==> src/rtl/gsca_pkg.sv <==
// Shared types and constants for the greedy split colour assigner.
`default_nettype none

package gsca_pkg;

   localparam int CMD_W   = 2;
   localparam int BODY_W  = 10;
   localparam int COUNT_W = 11;
   localparam int SPLIT_W = 5;

   typedef enum logic [CMD_W-1:0] {
      CMD_PAIR   = 2'd0,
      CMD_NONPAR = 2'd1,
      CMD_CLEAR  = 2'd2
   } cmd_type;

   typedef enum logic [1:0] {
      ST_IDLE,
      ST_EXEC,
      ST_WRITE2,
      ST_HOLD
   } state_type;

   typedef struct packed {
      logic capture;
      logic exec;
      logic write2;
      logic load_rsp;
   } ctrl_cmd_type;

   typedef struct packed {
      logic need_second;
   } dp_status_type;

endpackage

`default_nettype wire

==> src/rtl/gsca_ctrl.sv <==
// Sequencer for the greedy split colour assigner: capture, read-modify-write, result hand-off.
`default_nettype none

module gsca_ctrl (
   input  wire                     clock,
   input  wire                     reset,
   input  wire                     req_valid,
   output logic                    req_stall,
   output logic                    rsp_valid,
   input  wire                     rsp_stall,
   input  gsca_pkg::dp_status_type status,
   output gsca_pkg::ctrl_cmd_type  cmd
);

   gsca_pkg::state_type state_ff, state_in;
   logic                rsp_valid_ff, rsp_valid_in;
   logic                rsp_free;

   assign rsp_free  = !rsp_valid_ff || !rsp_stall;
   assign rsp_valid = rsp_valid_ff;
   assign req_stall = (state_ff != gsca_pkg::ST_IDLE);

   always_ff @(posedge clock) begin
      if (reset) begin
         state_ff     <= gsca_pkg::ST_IDLE;
         rsp_valid_ff <= 1'b0;
      end else begin
         state_ff     <= state_in;
         rsp_valid_ff <= rsp_valid_in;
      end
   end

   always_comb begin
      state_in = state_ff;
      cmd      = '0;
      unique case (state_ff)
         gsca_pkg::ST_IDLE: begin
            if (req_valid) begin
               cmd.capture = 1'b1;
               state_in    = gsca_pkg::ST_EXEC;
            end
         end
         gsca_pkg::ST_EXEC: begin
            cmd.exec = 1'b1;
            if (status.need_second) begin
               state_in = gsca_pkg::ST_WRITE2;
            end else if (rsp_free) begin
               cmd.load_rsp = 1'b1;
               state_in     = gsca_pkg::ST_IDLE;
            end else begin
               state_in = gsca_pkg::ST_HOLD;
            end
         end
         gsca_pkg::ST_WRITE2: begin
            cmd.write2 = 1'b1;
            if (rsp_free) begin
               cmd.load_rsp = 1'b1;
               state_in     = gsca_pkg::ST_IDLE;
            end else begin
               state_in = gsca_pkg::ST_HOLD;
            end
         end
         gsca_pkg::ST_HOLD: begin
            if (rsp_free) begin
               cmd.load_rsp = 1'b1;
               state_in     = gsca_pkg::ST_IDLE;
            end
         end
         default: begin
            state_in = gsca_pkg::ST_IDLE;
         end
      endcase
      rsp_valid_in = cmd.load_rsp ? 1'b1 : (rsp_valid_ff && rsp_stall);
   end

endmodule

`default_nettype wire

==> config.mk <==
export PLATFORM = sky130hd
export DESIGN_NAME = gsca_ctrl
export DESIGN_NICKNAME = d
export VERILOG_FILES = /design/src/rtl/gsca_pkg.sv /design/src/rtl/gsca_ctrl.sv
export SDC_FILE = /design/constraint.sdc
export NUM_CORES = 1
export LEC_CHECK = 0
export BUFFER_PORTS_ARGS = -buffer_cell sky130_fd_sc_hd__buf_2
export CAP_MARGIN = 10
export CORE_AREA = 2 2 39 41
export CTS_BUF_LIST = sky130_fd_sc_hd__clkbuf_16
export CTS_CLUSTER_SIZE = 8
export DETAILED_ROUTE_END_ITERATION = 7
export DIE_AREA = 0 0 41 43
export PLACE_DENSITY_LB_ADDON = 0.25
export RECOVER_POWER = 50
export SYNTH_ARGS = -nofsm -noshare
export SYNTH_HDL_FRONTEND = slang
export SYNTH_SLANG_ARGS = --single-unit
export TNS_END_PERCENT = 100
==> constraint.sdc <==
create_clock -name clock -period 1.11 [get_ports clock]
set_input_delay 0.222 -clock clock [delete_from_list [all_inputs] [get_ports clock]]
set_output_delay 0.222 -clock clock [all_outputs]
set_load 0.01 [all_outputs]
=== Word-level counts from Yosys, hierarchy flattened ===
Cells that the tools add are included.

* Register bits: 3
* Input port bits: 5
* Output and inout port bits: 6

* Mux-type cells: 13
* Reductions and logical operators: 8
* Equality and inequality tests: 5

{| class="wikitable"
|+ Operators with widths
! operator !! count
|-
| 2-to-1 mux 2 bit || 4
|-
| case mux 2 bit (4 select lines) || 1
|-
| 2-to-1 mux 1 bit || 7
|-
| equality test 2 bit (second input constant) || 2
|-
| inequality test 2 bit (second input constant) || 2
|-
| equality test 2 x 1 -> 1 bit (second input constant) || 1
|-
| zero test 1 bit || 2
|-
| zero test 2 bit || 1
|-
| case mux 1 bit (2 select lines) || 1
|-
| AND reduction 2 bit || 1
|-
| nonzero test 2 bit || 1
|-
| OR reduction 2 bit || 1
|-
| logical AND 1 bit || 1
|-
| logical OR 1 bit || 1
|}

=== Depth between registers and ports, before layout ===
Gate-level depths: netlist of the first run.

* Word-level depth: 6
* Mapped depth: 3

=== Worst setup path before layout of the first run ===
OpenSTA, ideal clock, no wires.

* Path kind: register to output
* Start point: register state_ff[1]
* End point: output cmd[3] in the netlist's numbering
* Data arrival time: 671 ps
* Setup slack: 217 ps
* Stages on the path, launching flop included: 3
* Data required time: 888 ps
* Path buffers: 0
* Cell sequence: dfxtp_1 > nor2_2 > and2_1

{| class="wikitable"
|+ RTL lines
! what !! line !! source
|-
| start, declared || gsca_ctrl.sv:15 || <nowiki>gsca_pkg::state_type state_ff, state_in;</nowiki>
|-
| start signal, assigned || gsca_ctrl.sv:25 || <nowiki>state_ff <= gsca_pkg::ST_IDLE;</nowiki>
|-
| start signal, assigned || gsca_ctrl.sv:28 || <nowiki>state_ff <= state_in;</nowiki>
|-
| end, declared || gsca_ctrl.sv:12 || <nowiki>output gsca_pkg::ctrl_cmd_type cmd</nowiki>
|}

==> flow_summary.json, run 1 <==
{
  "ant_nets": 0,
  "drtPass1Iterations": 3,
  "grt-ovfl-total": 0,
  "crit_path_start_kind": "flip-flop",
  "rsz0062_at_grt": "true",
  "cts_root_buffer": "clkbuf_16",
  "row_count": 14,
  "path_class": "reg -> out",
  "p_per_area_mw_per_mm2": 2240,
  "cts_tree": "built",
  "grt_max_degree": 6,
  "fmax_mhz": 881,
  "finalCriticalPeriod_ns": 1.14,
  "worst_pin_slew_ns": 0.173,
  "multi_input_area_um2": 91.3,
  "grt_pass1_vias": 156,
  "ys_seq_area_share_pct": 39.0,
  "h-tree-depth": 1,
  "fin_nets": 40,
  "cp.buffers_inverters": 1,
  "met1_usage_pct": 5.47,
  "synth-seq-cells": 3,
  "finalMaxSlewViolations": 0,
  "nFillCells": 149,
  "syn_area_per_cell_um2": 9.05,
  "utilization_pct": 24.4,
  "leakage_nw": 0.171,
  "die_w_um": 41,
  "post_dp_cell_area_um2": 239,
  "io_buffers": 10,
  "setup_viol": 2,
  "place_ws_ns": 0.164,
  "crit_family": "flip-flops",
  "drt-total-wl_um": 407,
  "crit_path_cell_trace": "nor2_4, and2_1, buf_2",
  "violations": "negative setup slack",
  "place.gp.congestion": 0.646,
  "slowest_delay_ns": 0.35,
  "cp_slowest_cell": "dfxtp_4",
  "hold_class": "in -> reg",
  "final_common_cell": "buf_2",
  "core-area_mm2": 0.00138,
  "fin_skew_ns": 0.000151,
  "synth_warnings": 0,
  "clock_latency_ns": 0.22,
  "syn-cell-area_um2": 154,
  "drive_gt1_share_pct": 64.7,
  "cap_violations": 0,
  "synth_cells": 17,
  "worst_setup_path_end_kind": "output pin",
  "antenna_found_initial": 0,
  "syn_nets": 22,
  "fin_crit_sh_pct": 102,
  "cp_max_fo": 5,
  "grt_pass1_wl_um": 648,
  "use_met3_pct": 3.14,
  "grt_usage_pct": 6.63,
  "grtUsageMet2_pct": 7.81,
  "vias": 178,
  "seq_area_um2": 67.6,
  "io-pin-count": 11,
  "drtIter0Drc": 2,
  "die-area_mm2": 0.00176,
  "area_growth_syn_to_layout_pct": 120,
  "setup-tns-final_ns": -0.0366,
  "top_usage_layer": "met4",
  "die_y_um": 43,
  "clk_pin_slew_worst_paths_ns": 0.03,
  "hold_viol_final": 0,
  "fin_ws_ns": -0.0254,
  "synth.distinct_cells": 13,
  "cts_buffer_depth": 2,
  "drc": 0,
  "diodes": 0,
  "clkSinkCount": 3,
  "peakVddDrop_mv": 0.575,
  "timing.slew.headroom_pct": 88.4,
  "fin_area_um2": 338,
  "mostFrequentLayoutCells": "10 x buf_2, 3 x inv_1, 3 x clkbuf_16, 3 x buf_4",
  "via_per_inst": 3.56,
  "worstPathArrival_ns": 0.91,
  "avgRoutedWirePerCell_um": 8.14,
  "status": "finished with violations",
  "cts_made_buffers": 3,
  "final_cells": 50,
  "start_util_pct": 11.1,
  "placed_cells": 45,
  "required_ns": 0.89
}
==> through the flow <==
stage	hold slack, ns	total power [mW]
6_report	0.213	0.756
2_1_floorplan	0.291	0.156
5_1_grt	0.233	0.789
4_1_cts	0.215	0.767
3_5_place_dp	0.455	0.193
3_3_place_gp	0.443	0.192
==> power by group <==
group          switching, mW  total, mW  leakage [nW]  internal, mW
Sequential           0.00740      0.121        0.0260         0.113
Clock                 0.0960      0.560        0.0423         0.464
Combinational         0.0339     0.0748         0.102        0.0408
Total                  0.137      0.756         0.171         0.618
==> Yosys cell counts <==
cell | number | area (um^2)
a21oi_1 | 2 | 10.0
o31ai_2 | 1 | 12.5
and2_1 | 1 | 6.26
inv_1 | 2 | 7.51
nand3b_1 | 1 | 7.51
o21ai_0 | 1 | 5.00
nor2b_1 | 1 | 6.26
nor2_2 | 1 | 6.26
and2b_1 | 1 | 7.51
nor3b_2 | 1 | 12.5
a21oi_2 | 1 | 8.76
nand2_1 | 1 | 3.75
dfxtp_1 | 3 | 60.1
==> state kept, by name, summed over array words and instances (netlist names) <==
name,cells
state_ff,2
rsp_valid,1
==> final timing paths <==
kind              slack, ns  cells after the start                startpoint                       end
hold / removal         0.21                      2                     reset  state_ff[1]$_SDFFE_PP0P_
setup / recovery      -0.03                      3  state_ff[1]$_SDFFE_PP0P_                    cmd[3]
setup reg to reg       0.18                      5  state_ff[1]$_SDFFE_PP0P_  state_ff[0]$_SDFFE_PP0P_
hold reg to reg        0.55                      2      rsp_valid$_SDFF_PP0_  state_ff[0]$_SDFFE_PP0P_
==> layer usage <==
layer,vias up,share of wire [%]
met1,79,36
met5,-,0
met4,0,1.7
met2,6,54
li1,91,-
met3,2,7.6
==> worst reg2reg max path, stage by stage, from the launching register on <==
cell and delay, ns:
dfxtp_4 0.36, nor2_4 0.04, buf_4 0.12, buf_4 0.13, nand3b_1 0.10, o31ai_2 0.07
==> layout make-up <==
type                       count  area share (%)
inverter                       2            2.22
sequential                     3            20.0
multi-input combinational     12            27.0
clock buffer                   3            22.2
tap                           16            5.93
timing repair buffer          13            21.5
clock inverter                 1            1.11
==> what timing repair did <==
| action | CTS | global route |
|---|---|---|
| hold buffers | 0 | 0 |
| setup endpoints to repair | 4 | 3 |
| setup buffers | 1 | 0 |
| gates resized for setup | 4 | 1 |
| pin swaps | 1 | 2 |
==> logic make-up (layout without fill, tap and decap cells) <==
family | Yosys count | count (layout) | share of synthesized area (%)
AOI/OAI and AO/OA | 5 | 5 | 23.6
DFF | 3 | 3 | 39.0
and+or+nand+nor | 7 | 7 | 32.5
buffers and inverters | 2 | 19 | 4.88
Note: power is estimated with default switching activity, not from simulation.
==> inputs of run 2 (changes only) <==
--- a/config.mk
+++ b/config.mk
@@ -14,6 +14,7 @@
 export DIE_AREA = 0 0 41 43
 export PLACE_DENSITY_LB_ADDON = 0.25
 export RECOVER_POWER = 50
+export SKIP_CTS_REPAIR_TIMING = 1
 export SYNTH_ARGS = -nofsm -noshare
 export SYNTH_HDL_FRONTEND = slang
 export SYNTH_SLANG_ARGS = --single-unit
==> run 2 against run 1 <==
Against the previous run:
- the flow still finishes with violations (negative setup slack)
- worst setup slack lost 0.0013 ns
- design area unchanged
- total power is essentially flat
- clock skew about the same
- critical path type unchanged
- largest cell class unchanged
==> flow_summary.json, run 2 (synthesized netlist as in run 1, its figures left out) <==
{
  "slowest_delay_ns": 0.35,
  "diodes": 0,
  "via_per_inst": 3.54,
  "fin_nets": 40,
  "drtIter0Drc": 2,
  "grt_usage_pct": 6.33,
  "io_buffers": 10,
  "grt_pass1_wl_um": 600,
  "cts_buffer_depth": 2,
  "avgRoutedWirePerCell_um": 8.20,
  "worst_setup_path_end_kind": "output pin",
  "clock_latency_ns": 0.22,
  "cap_violations": 0,
  "setup_viol": 2,
  "antenna_found_initial": 0,
  "timing.rr.start": "state_ff[0]$_SDFFE_PP0P_",
  "violations": "negative setup slack",
  "worst_pin_slew_ns": 0.173,
  "die_y_um": 43,
  "cp_max_fo": 4,
  "core-area_mm2": 0.00138,
  "finalMaxSlewViolations": 0,
  "clkSinkCount": 3,
  "min_delay_path_depth": 2,
  "h-tree-depth": 1,
  "start_util_pct": 11.1,
  "cp_slowest_cell": "dfxtp_4",
  "reg2reg_depth": 5,
  "worstPathArrival_ns": 0.91,
  "grt_pass1_vias": 132,
  "fin_crit_sh_pct": 102,
  "finalCriticalPeriod_ns": 1.14,
  "cts_made_buffers": 3,
  "rsz0062_at_grt": "true",
  "drive_gt1_share_pct": 64.7,
  "status": "finished with violations",
  "clk_pin_slew_worst_paths_ns": 0.03,
  "crit_path_cell_trace": "nor2_4, and2_1, buf_2",
  "min-delay-start": "reset",
  "drc": 0,
  "hold_class": "in -> reg",
  "vias": 177,
  "required_ns": 0.89,
  "ant_nets": 0,
  "grt-ovfl-total": 0,
  "hold_viol_final": 0,
  "row_count": 14,
  "fin_area_um2": 338,
  "crit_path_start_kind": "flip-flop",
  "die-area_mm2": 0.00176,
  "drt-total-wl_um": 410,
  "cts_tree": "built",
  "mostFrequentLayoutCells": "10 x buf_2, 3 x inv_1, 3 x clkbuf_16, 3 x buf_4",
  "p_per_area_mw_per_mm2": 2230,
  "reg2reg_to": "state_ff[0]$_SDFFE_PP0P_",
  "area_growth_syn_to_layout_pct": 120,
  "fin_skew_ns": 0.000545,
  "regMostFlops": "state_ff",
  "leakage_nw": 0.171,
  "fin_hold_ws_ns": 0.213,
  "fmax_mhz": 880,
  "die_w_um": 41,
  "timing.slew.headroom_pct": 88.4,
  "io-pin-count": 11,
  "place_ws_ns": 0.164,
  "peakVddDrop_mv": 0.575,
  "final_common_cell": "buf_2",
  "drtPass1Iterations": 3,
  "place.gp.congestion": 0.646,
  "hold_end": "state_ff[1]$_SDFFE_PP0P_",
  "cts_root_buffer": "clkbuf_16",
  "largest_reg_flops": 2,
  "path_class": "reg -> out",
  "r2r_slack_ns": 0.17,
  "grt_max_degree": 6,
  "post_dp_cell_area_um2": 239,
  "p_total_uw": 755,
  "fin_ws_ns": -0.0268
}
run 2: layer usage:
metal / global-route usage (%) / vias up / part of all wire (%)
met1: 5.47 / 78 / 37
met2: 6.88 / 6 / 53
met5: 0 / - / 0
met4: 12.0 / 0 / 1.7
li1: - / 91 / -
met3: 3.14 / 2 / 7.6
run 2: worst max-delay path: cells and delay by family (launching register included):
family | cells | cell delay [ns]
AND/OR/NAND/NOR | 2 | 0.23
buffers and inverters | 1 | 0.12
flip-flops | 1 | 0.35
run 2: cell type report:
type / count / area, um^2
clock buffers: 3 / 75.1
clock inverters: 1 / 3.75
fillers: 150 / 1050
inverters: 2 / 7.51
multi-input cells: 12 / 91.3
flip-flops and latches: 3 / 67.6
well taps: 16 / 20.0
repair buffers: 13 / 72.6
run 2: worst max-delay path by stage:
stage | startpoint | end | slack [ns] | cells past startpoint
floorplan | state_ff[1]$_SDFFE_PP0P_ | cmd[3] | 0.22 | 2
detailed placement | state_ff[1]$_SDFFE_PP0P_ | cmd[3] | 0.16 | 3
finish | state_ff[0]$_SDFFE_PP0P_ | cmd[3] | -0.03 | 3
CTS | state_ff[1]$_SDFFE_PP0P_ | cmd[3] | -0.08 | 3
global route | state_ff[0]$_SDFFE_PP0P_ | cmd[3] | -0.07 | 3
global placement | state_ff[1]$_SDFFE_PP0P_ | cmd[3] | 0.15 | 3
run 2: where the power goes:
group / total (mW) / switching (mW) / internal [mW]
combinational: 0.0753 / 0.0340 / 0.0413
clock: 0.559 / 0.0950 / 0.464
sequential: 0.121 / 0.00746 / 0.113
run 2: through the flow:
step	util, %	std cells	setup TNS (ns)
2_1_floorplan	-	17	0
3_3_place_gp	17.3	45	0
3_5_place_dp	17.3	45	0
4_1_cts	23.0	49	-0.181
5_1_grt	24.4	50	-0.154
6_report	24.4	50	-0.0382
